==> config.mk <==
export PLATFORM = sky130hd
export DESIGN_NAME = hall_six_step_commutator
export DESIGN_NICKNAME = d
export VERILOG_FILES = /design/src/hw/rtl/hcm_pkg.sv /design/src/hw/rtl/hcm_core.sv /design/src/hw/rtl/hall_six_step_commutator.sv
export SDC_FILE = /design/constraint.sdc
export NUM_CORES = 1
export LEC_CHECK = 0
export BUFFER_PORTS_ARGS = -buffer_cell sky130_fd_sc_hd__buf_2
export CORE_MARGIN = 2
export CORE_UTILIZATION = 56
export CTS_BUF_LIST = sky130_fd_sc_hd__clkbuf_16
export DETAILED_ROUTE_END_ITERATION = 7
export PLACE_DENSITY = 0.79
export SLEW_MARGIN = 20
export SYNTH_ARGS = -nofsm -noshare
export SYNTH_HDL_FRONTEND = slang
export SYNTH_SLANG_ARGS = --single-unit
==> constraint.sdc <==
create_clock -name i_clk -period 3.8 [get_ports i_clk]
set_clock_uncertainty 0.05 [all_clocks]
set_input_delay 1.14 -clock i_clk [delete_from_list [all_inputs] [get_ports i_clk]]
set_output_delay 1.14 -clock i_clk [all_outputs]
set_load 0.005 [all_outputs]
==> src/hw/rtl/hcm_pkg.sv <==
// hcm_pkg: shared types, codes and lookup tables for the hall six-step commutator.
// No dependencies; imported by every module of the block.
`default_nettype none

package hcm_pkg;

    // default sizing
    localparam int RING_DEPTH_DEF  = 6;
    localparam int COUNT_WIDTH_DEF = 16;

    // fixed field widths
    localparam int DUTY_W     = 12;
    localparam int PHASE_BITS = 2;
    localparam int STEP_W     = 3;
    localparam int CODE_W     = 3;
    localparam int MODE_W     = 3;
    localparam int CAP_W      = 16;
    localparam int SLOT_OUT_W = 3;
    localparam int CFG_IDX_W  = 1;
    localparam int CFG_DATA_W = 12;

    // request codes
    localparam logic [1:0] REQ_TICK    = 2'd0;
    localparam logic [1:0] REQ_STOP    = 2'd1;
    localparam logic [1:0] REQ_FAULT   = 2'd2;
    localparam logic [1:0] REQ_RESTART = 2'd3;

    // configuration register indexes
    localparam logic [CFG_IDX_W-1:0] CFG_DIRECTION = 1'd0;
    localparam logic [CFG_IDX_W-1:0] CFG_RUN_DUTY  = 1'd1;

    localparam logic [DUTY_W-1:0] RUN_DUTY_RST = 12'd50;

    // phase codes
    localparam logic [PHASE_BITS-1:0] PHASE_NONE = 2'd0;
    localparam logic [PHASE_BITS-1:0] PHASE_U    = 2'd1;
    localparam logic [PHASE_BITS-1:0] PHASE_V    = 2'd2;
    localparam logic [PHASE_BITS-1:0] PHASE_W    = 2'd3;

    // step that turns every switch off
    localparam logic [STEP_W-1:0] STEP_OFF = 3'd6;

    typedef enum logic [MODE_W-1:0] {
        MODE_INIT  = 3'd0,
        MODE_START = 3'd1,
        MODE_RUN   = 3'd2,
        MODE_STOP  = 3'd3,
        MODE_ERROR = 3'd4
    } t_mode;

    typedef struct packed {
        logic [1:0] req_type;
        logic       hall_a;
        logic       hall_b;
        logic       hall_c;
    } t_in_item;

    typedef struct packed {
        logic [PHASE_BITS-1:0] high_phase;
        logic [PHASE_BITS-1:0] low_phase;
        logic [DUTY_W-1:0]     duty_out;
        logic [MODE_W-1:0]     mode_out;
        logic                  stall_flag;
        logic                  capture_valid;
        logic [CAP_W-1:0]      capture_value;
        logic [SLOT_OUT_W-1:0] capture_slot;
    } t_out_item;

    typedef struct packed {
        logic              direction_forward;
        logic [DUTY_W-1:0] run_duty;
    } t_cfg;

    // hall code -> step, clockwise and counter-clockwise
    function automatic logic [STEP_W-1:0] step_lookup(input logic fwd,
                                                      input logic [CODE_W-1:0] code);
        logic [STEP_W-1:0] s;
        if (fwd) begin
            unique case (code)
                3'd0:    s = 3'd6;
                3'd1:    s = 3'd1;
                3'd2:    s = 3'd3;
                3'd3:    s = 3'd2;
                3'd4:    s = 3'd5;
                3'd5:    s = 3'd0;
                3'd6:    s = 3'd4;
                default: s = 3'd6;
            endcase
        end else begin
            unique case (code)
                3'd0:    s = 3'd6;
                3'd1:    s = 3'd4;
                3'd2:    s = 3'd0;
                3'd3:    s = 3'd5;
                3'd4:    s = 3'd2;
                3'd5:    s = 3'd3;
                3'd6:    s = 3'd1;
                default: s = 3'd6;
            endcase
        end
        return s;
    endfunction

    // step -> {high phase, low phase}; off step and unused codes give none/none
    function automatic logic [2*PHASE_BITS-1:0] step_pair(input logic [STEP_W-1:0] step);
        logic [2*PHASE_BITS-1:0] p;
        unique case (step)
            3'd0:    p = {PHASE_U, PHASE_V};
            3'd1:    p = {PHASE_U, PHASE_W};
            3'd2:    p = {PHASE_V, PHASE_W};
            3'd3:    p = {PHASE_V, PHASE_U};
            3'd4:    p = {PHASE_W, PHASE_U};
            3'd5:    p = {PHASE_W, PHASE_V};
            default: p = {PHASE_NONE, PHASE_NONE};
        endcase
        return p;
    endfunction

endpackage

`default_nettype wire

==> src/hw/rtl/hcm_core.sv <==
// hcm_core: commutation state (mode, gates, duty, hall history, period timer, ring slot)
// and the single-pass next-state logic for one item. Uses hcm_pkg.
`default_nettype none

module hcm_core
    import hcm_pkg::*;
#(
    parameter int RING_DEPTH  = RING_DEPTH_DEF,
    parameter int COUNT_WIDTH = COUNT_WIDTH_DEF
) (
    input  wire logic      i_clk,
    input  wire logic      i_rst_n,
    input  wire logic      i_fire,
    input  wire t_in_item  i_item,
    input  wire t_cfg      i_cfg,
    output t_out_item      o_result
);

    localparam int SLOT_W = (RING_DEPTH > 1) ? $clog2(RING_DEPTH) : 1;
    localparam logic [SLOT_W-1:0] SLOT_LAST = SLOT_W'(RING_DEPTH - 1);

    t_mode                  r_mode,   n_mode;
    logic [CODE_W-1:0]      r_last,   n_last;
    logic [STEP_W-1:0]      r_step,   n_step;
    logic [DUTY_W-1:0]      r_duty,   n_duty;
    logic [COUNT_WIDTH-1:0] r_count,  n_count;
    logic                   r_timer,  n_timer;
    logic [SLOT_W-1:0]      r_slot,   n_slot;
    logic [PHASE_BITS-1:0]  r_gate_h, n_gate_h;
    logic [PHASE_BITS-1:0]  r_gate_l, n_gate_l;

    logic [CODE_W-1:0]      code;
    logic                   cap;
    logic                   stall;
    t_mode                  req_mode;

    assign code = {i_item.hall_b, i_item.hall_c, i_item.hall_a};

    always_comb begin
        n_mode   = r_mode;
        n_last   = r_last;
        n_step   = r_step;
        n_duty   = r_duty;
        n_timer  = r_timer;
        n_slot   = r_slot;
        n_gate_h = r_gate_h;
        n_gate_l = r_gate_l;
        cap      = 1'b0;
        stall    = 1'b0;

        unique case (i_item.req_type)
            REQ_STOP:    req_mode = MODE_STOP;
            REQ_FAULT:   req_mode = MODE_ERROR;
            REQ_RESTART: req_mode = MODE_INIT;
            default:     req_mode = r_mode;
        endcase

        unique case (req_mode)
            MODE_INIT: begin
                n_gate_h = PHASE_NONE;
                n_gate_l = PHASE_NONE;
                n_duty   = '0;
                n_mode   = MODE_START;
            end
            MODE_START: begin
                n_last  = code;
                n_step  = step_lookup(i_cfg.direction_forward, code);
                {n_gate_h, n_gate_l} = step_pair(n_step);
                n_duty  = (n_step < STEP_OFF) ? i_cfg.run_duty : '0;
                n_mode  = MODE_RUN;
                n_timer = 1'b1;
            end
            MODE_RUN: begin
                n_duty = i_cfg.run_duty;
                n_mode = MODE_RUN;
            end
            MODE_STOP: begin
                n_gate_h = PHASE_NONE;
                n_gate_l = PHASE_NONE;
                n_duty   = '0;
                n_timer  = 1'b0;
                n_mode   = MODE_STOP;
            end
            MODE_ERROR: begin
                n_gate_h = PHASE_NONE;
                n_gate_l = PHASE_NONE;
                n_duty   = '0;
                n_mode   = MODE_ERROR;
            end
            default: n_mode = req_mode;
        endcase

        // hall edge check against the code as left by the mode action
        if (code != n_last) begin
            cap    = 1'b1;
            n_slot = (r_slot == SLOT_LAST) ? '0 : r_slot + 1'b1;
            n_last = code;
            if (n_mode == MODE_RUN) begin
                n_step = step_lookup(i_cfg.direction_forward, code);
                {n_gate_h, n_gate_l} = step_pair(n_step);
                n_duty = (n_step < STEP_OFF) ? i_cfg.run_duty : '0;
            end
        end else begin
            stall = (n_mode == MODE_RUN);
        end

        n_count = cap ? '0 : r_count;
        if (n_timer) begin
            n_count = n_count + 1'b1;
        end
    end

    always_ff @(posedge i_clk) begin
        if (!i_rst_n) begin
            r_mode   <= MODE_INIT;
            r_last   <= '0;
            r_step   <= '0;
            r_duty   <= '0;
            r_count  <= '0;
            r_timer  <= 1'b0;
            r_slot   <= '0;
            r_gate_h <= PHASE_NONE;
            r_gate_l <= PHASE_NONE;
        end else if (i_fire) begin
            r_mode   <= n_mode;
            r_last   <= n_last;
            r_step   <= n_step;
            r_duty   <= n_duty;
            r_count  <= n_count;
            r_timer  <= n_timer;
            r_slot   <= n_slot;
            r_gate_h <= n_gate_h;
            r_gate_l <= n_gate_l;
        end
    end

    // the ring entry itself is the captured value; the slot tells where it lands
    always_comb begin
        o_result.high_phase    = n_gate_h;
        o_result.low_phase     = n_gate_l;
        o_result.duty_out      = n_duty;
        o_result.mode_out      = MODE_W'(n_mode);
        o_result.stall_flag    = stall;
        o_result.capture_valid = cap;
        o_result.capture_value = cap ? CAP_W'(r_count) : '0;
        o_result.capture_slot  = cap ? SLOT_OUT_W'(r_slot) : '0;
    end

endmodule

`default_nettype wire

==> src/hw/rtl/hall_six_step_commutator.sv <==
// hall_six_step_commutator: top level; input register, config registers, output register
// around hcm_core. Uses hcm_pkg and hcm_core.
//
//  channel | direction | handshake           | payload
//  --------+-----------+---------------------+---------------------------------
//  in      | sink      | i_in_valid/o_in_stall   | i_in_item  (t_in_item)
//  out     | source    | o_out_valid/i_out_stall | o_out_item (t_out_item)
//  cfg     | sink      | i_cfg_valid/o_cfg_ready | i_cfg_index, i_cfg_data
//
// One transaction per cycle sustained while the output is not stalled; an accepted input
// passes the input register, then the core's next-state logic into the output register.
// Reset is synchronous on i_rst_n: mode init, gates off, duty and timer cleared,
// direction clockwise, run duty 50. A stalled output holds its result while one more
// input transaction still lands in the input register; config writes complete at once.
`default_nettype none

module hall_six_step_commutator
    import hcm_pkg::*;
#(
    parameter int RING_DEPTH  = RING_DEPTH_DEF,
    parameter int COUNT_WIDTH = COUNT_WIDTH_DEF
) (
    input  wire logic                  i_clk,
    input  wire logic                  i_rst_n,
    input  wire logic                  i_in_valid,
    output logic                       o_in_stall,
    input  wire t_in_item              i_in_item,
    output logic                       o_out_valid,
    input  wire logic                  i_out_stall,
    output t_out_item                  o_out_item,
    input  wire logic                  i_cfg_valid,
    output logic                       o_cfg_ready,
    input  wire logic [CFG_IDX_W-1:0]  i_cfg_index,
    input  wire logic [CFG_DATA_W-1:0] i_cfg_data
);

    logic      r_in_vld;
    t_in_item  r_in_item;
    logic      r_out_vld;
    t_out_item r_out_item;
    t_cfg      r_cfg;
    t_out_item core_result;
    logic      out_free;
    logic      fire;
    logic      accept;

    assign out_free    = !r_out_vld || !i_out_stall;
    assign fire        = r_in_vld && out_free;
    assign o_in_stall  = r_in_vld && !out_free;
    assign accept      = i_in_valid && !o_in_stall;
    assign o_out_valid = r_out_vld;
    assign o_out_item  = r_out_item;
    assign o_cfg_ready = 1'b1;

    always_ff @(posedge i_clk) begin
        if (!i_rst_n) begin
            r_in_vld  <= 1'b0;
            r_out_vld <= 1'b0;
        end else begin
            r_in_vld  <= accept || (r_in_vld && !fire);
            r_out_vld <= fire || (r_out_vld && i_out_stall);
        end
    end

    always_ff @(posedge i_clk) begin
        if (accept) begin
            r_in_item <= i_in_item;
        end
        if (fire) begin
            r_out_item <= core_result;
        end
    end

    always_ff @(posedge i_clk) begin
        if (!i_rst_n) begin
            r_cfg.direction_forward <= 1'b1;
            r_cfg.run_duty          <= RUN_DUTY_RST;
        end else if (i_cfg_valid && o_cfg_ready) begin
            unique case (i_cfg_index)
                CFG_DIRECTION: r_cfg.direction_forward <= i_cfg_data[0];
                CFG_RUN_DUTY:  r_cfg.run_duty          <= DUTY_W'(i_cfg_data);
                default:       r_cfg                   <= r_cfg;
            endcase
        end
    end

    hcm_core #(
        .RING_DEPTH  (RING_DEPTH),
        .COUNT_WIDTH (COUNT_WIDTH)
    ) u_core (
        .i_clk    (i_clk),
        .i_rst_n  (i_rst_n),
        .i_fire   (fire),
        .i_item   (r_in_item),
        .i_cfg    (r_cfg),
        .o_result (core_result)
    );

endmodule

`default_nettype wire

==> results.json <==
{
  "n_antenna_cell": 0,
  "cp.required_ns": 3.97,
  "synth_most_common_cell": "dfxtp_1",
  "period_needed_ns": 2.96,
  "stdcell_count": 588,
  "powerDensity_nw_per_um2": 455,
  "start_util": 0.572,
  "p_leak_nw": 1.94,
  "end_kind": "flop",
  "cts_tree": "done",
  "n_fill_cell": 598,
  "status": "completed",
  "cts_setup_buffers": 0,
  "drc_errors": 0,
  "start_kind": "flop",
  "finalCritPeriodShare": 0.780,
  "overflow": 0,
  "tightest_slew_ns": 1.05,
  "synthArstFlopShare": 0,
  "postRouteAntennaNets": 0,
  "h-tree-depth": 3,
  "setup_viol": 0,
  "synth.distinct_cells": 54,
  "drtIter0Drc": 399,
  "routedWlPerCell_um": 15.7,
  "die_h_um": 92.4,
  "grt_pass1_wl_mm": 15.0,
  "crit_path_max_fanout": 8,
  "hold_viol_final": 0,
  "yosysTopAreaCell": "edfxtp_1",
  "timing.hold.worst.class": "flop to flop",
  "root_buffer": "clkbuf_16",
  "postCtsHoldBufs": 0,
  "grt_max_degree": 41,
  "worstSetupPathType": "flop to flop",
  "port_buffers": 64,
  "maxSlewHeadroom": 0.293,
  "grt_pass1_vias": 3153,
  "peakVddDrop_mv": 0.213,
  "pin_count": 66,
  "synth_edf_count": 45,
  "syn-instance-count": 428,
  "numCtsBuffers": 9,
  "synth_top_area_share": 0.309,
  "die_area_um2": 8540,
  "dpl_worst_slack_ns": 0.690,
  "fmax_ghz": 0.337,
  "gp_congestion": 0.930,
  "drv_slew": 0,
  "synthTopCellsByArea": "edfxtp_1 (31%), dfxtp_1 (26%), a22o_1 (4.4%)",
  "clkTransAtPathRegs_ns": 0.07,
  "maxCapViolCount": 0,
  "core_area_um2": 7650,
  "fp-row-count": 32,
  "grt.total_usage": 0.222,
  "synth_nets": 452,
  "syn2layout_area_growth_pct": 16.0,
  "synth-warning-count": 0,
  "hold_slack_ns": 0.430,
  "netlist_area_um2": 4380,
  "rrSetupSlack_ns": 0.84,
  "layout-drive-gt1-share": 0.191,
  "dpl.cell_count": 572,
  "vias": 3438,
  "nNetsFinal": 505,
  "firstDrtPassIters": 6,
  "synth.cells.most_frequent": "dfxtp_1 (57), nand2_1 (51), edfxtp_1 (45)",
  "drt_wl_total_mm": 9.24,
  "cts_resized": 0,
  "synth-main-ff-cell": "dfxtp_1",
  "via_per_inst": 5.85,
  "ys_ff_latch": 102,
  "critPathArrivalTime_ns": 3.13,
  "tns_ns": 0,
  "cts.path.max_buffers": 2,
  "cts_sinks": 102,
  "grt_setup_unrepaired": "no",
  "total_power_mw": 2.31,
  "die_w_um": 92.4,
  "synth.avg_cell_area_um2": 10.2,
  "dpl.hpwl_mm": 6.02,
  "clk_latency_ns": 0.34,
  "fin_ws_ns": 0.836,
  "seq_area_frac_synth": 0.569,
  "antenna_found_initial": 0
}
[worst max-delay path: stages (launching register included)]
cell and delay, ns:
edfxtp_1 0.51, xnor2_1 0.30, nand3_1 0.24, and2_1 0.30, nor2b_1 0.15, ha_1 0.21
nand2_1 0.10, or4_1 0.42, a221oi_1 0.32, xor2_1 0.18, nor2_1 0.05
[cells by family after synthesis]
| logic type | count (synthesis) | share of synthesized area |
|---|---|---|
| simple gates | 166 | 0.193 |
| flops | 102 | 0.569 |
| compound gates | 100 | 0.155 |
| buf+inv | 37 | 0.0354 |
| xor+xnor | 15 | 0.0300 |
| mux | 6 | 0.0137 |
| fa+ha+maj | 1 | 0.00286 |
| other cells | 1 | 0.000857 |
[cell type report]
cell class	count	area, µm²	area share
clock buffers	9	225	0.0444
clock inverters	7	86.3	0.0170
inverters	8	30.0	0.00591
multi-input cells	289	1730	0.341
flip-flops and latches	102	2490	0.491
well taps	102	128	0.0251
repair buffers	71	385	0.0759
[per-stage QoR]
| stage | instance area (µm²) | utilization |
|---|---|---|
| floorplan | 4380 | - |
| global placement | 4770 | 0.623 |
| detailed placement | 4770 | 0.623 |
| CTS | 5080 | 0.664 |
| global route | 5080 | 0.664 |
| finish | 5080 | 0.664 |
[registers in the layout, indices dropped and copies added (netlist names)]
signal           count
o_out_item          40
u_core.r_count      16
r_cfg               13
u_core.r_duty       12
r_in_item            5
u_core.r_last        3
u_core.r_mode        3
u_core.r_slot        3
u_core.r_gate_h      2
u_core.r_gate_l      2
o_out_valid          1
r_in_vld             1
u_core.r_timer       1
[routing by layer]
metal / vias up / global-route usage / wire (µm)
li1: 1665 / - / -
met1: 1617 / 0.283 / 3830
met2: 134 / 0.369 / 4650
met3: 22 / 0.0570 / 594
met4: 0 / 0.0784 / 165
met5: - / 0 / 0
[power breakdown]
group	switching [mW]	total, mW	internal (mW)	leakage (nW)
combinational	0.0978	0.156	0.0586	0.918
clock	0.422	0.947	0.526	0.150
sequential	0.0242	1.21	1.18	0.876
total	0.544	2.31	1.77	1.94
[cells in the final DEF (no fill, tap or decap), types with 3 or more instances in the layout]
| master | count |
|---|---|
| a21oi_1 | 24 |
| a221oi_1 | 7 |
| a22o_1 | 22 |
| and2_1 | 5 |
| and3_1 | 25 |
| buf_2 | 64 |
| buf_4 | 6 |
| clkbuf_16 | 9 |
| dfxtp_1 | 57 |
| edfxtp_1 | 45 |
| inv_1 | 7 |
| mux2i_1 | 6 |
| nand2_1 | 51 |
| nand2b_1 | 3 |
| nand3_1 | 16 |
| nand4_1 | 5 |
| nor2_1 | 32 |
| nor2b_1 | 6 |
| nor3b_1 | 3 |
| o21a_1 | 3 |
| o21ai_0 | 26 |
| o32ai_1 | 4 |
| or3_1 | 4 |
| xnor2_1 | 4 |
| xor2_1 | 11 |
[path summary, 6_finish.rpt]
| kind | start | endpoint | depth (start not counted) |
|---|---|---|---|
| max | r_in_item[1] | u_core.r_count[12] | 10 |
| max reg2reg | r_in_item[1] | u_core.r_count[12] | 10 |
| min reg2reg | r_cfg[7] | r_cfg[7] | 2 |
| min | r_cfg[7] | r_cfg[7] | 2 |
No activity file was read; power rests on OpenSTA's default activity.
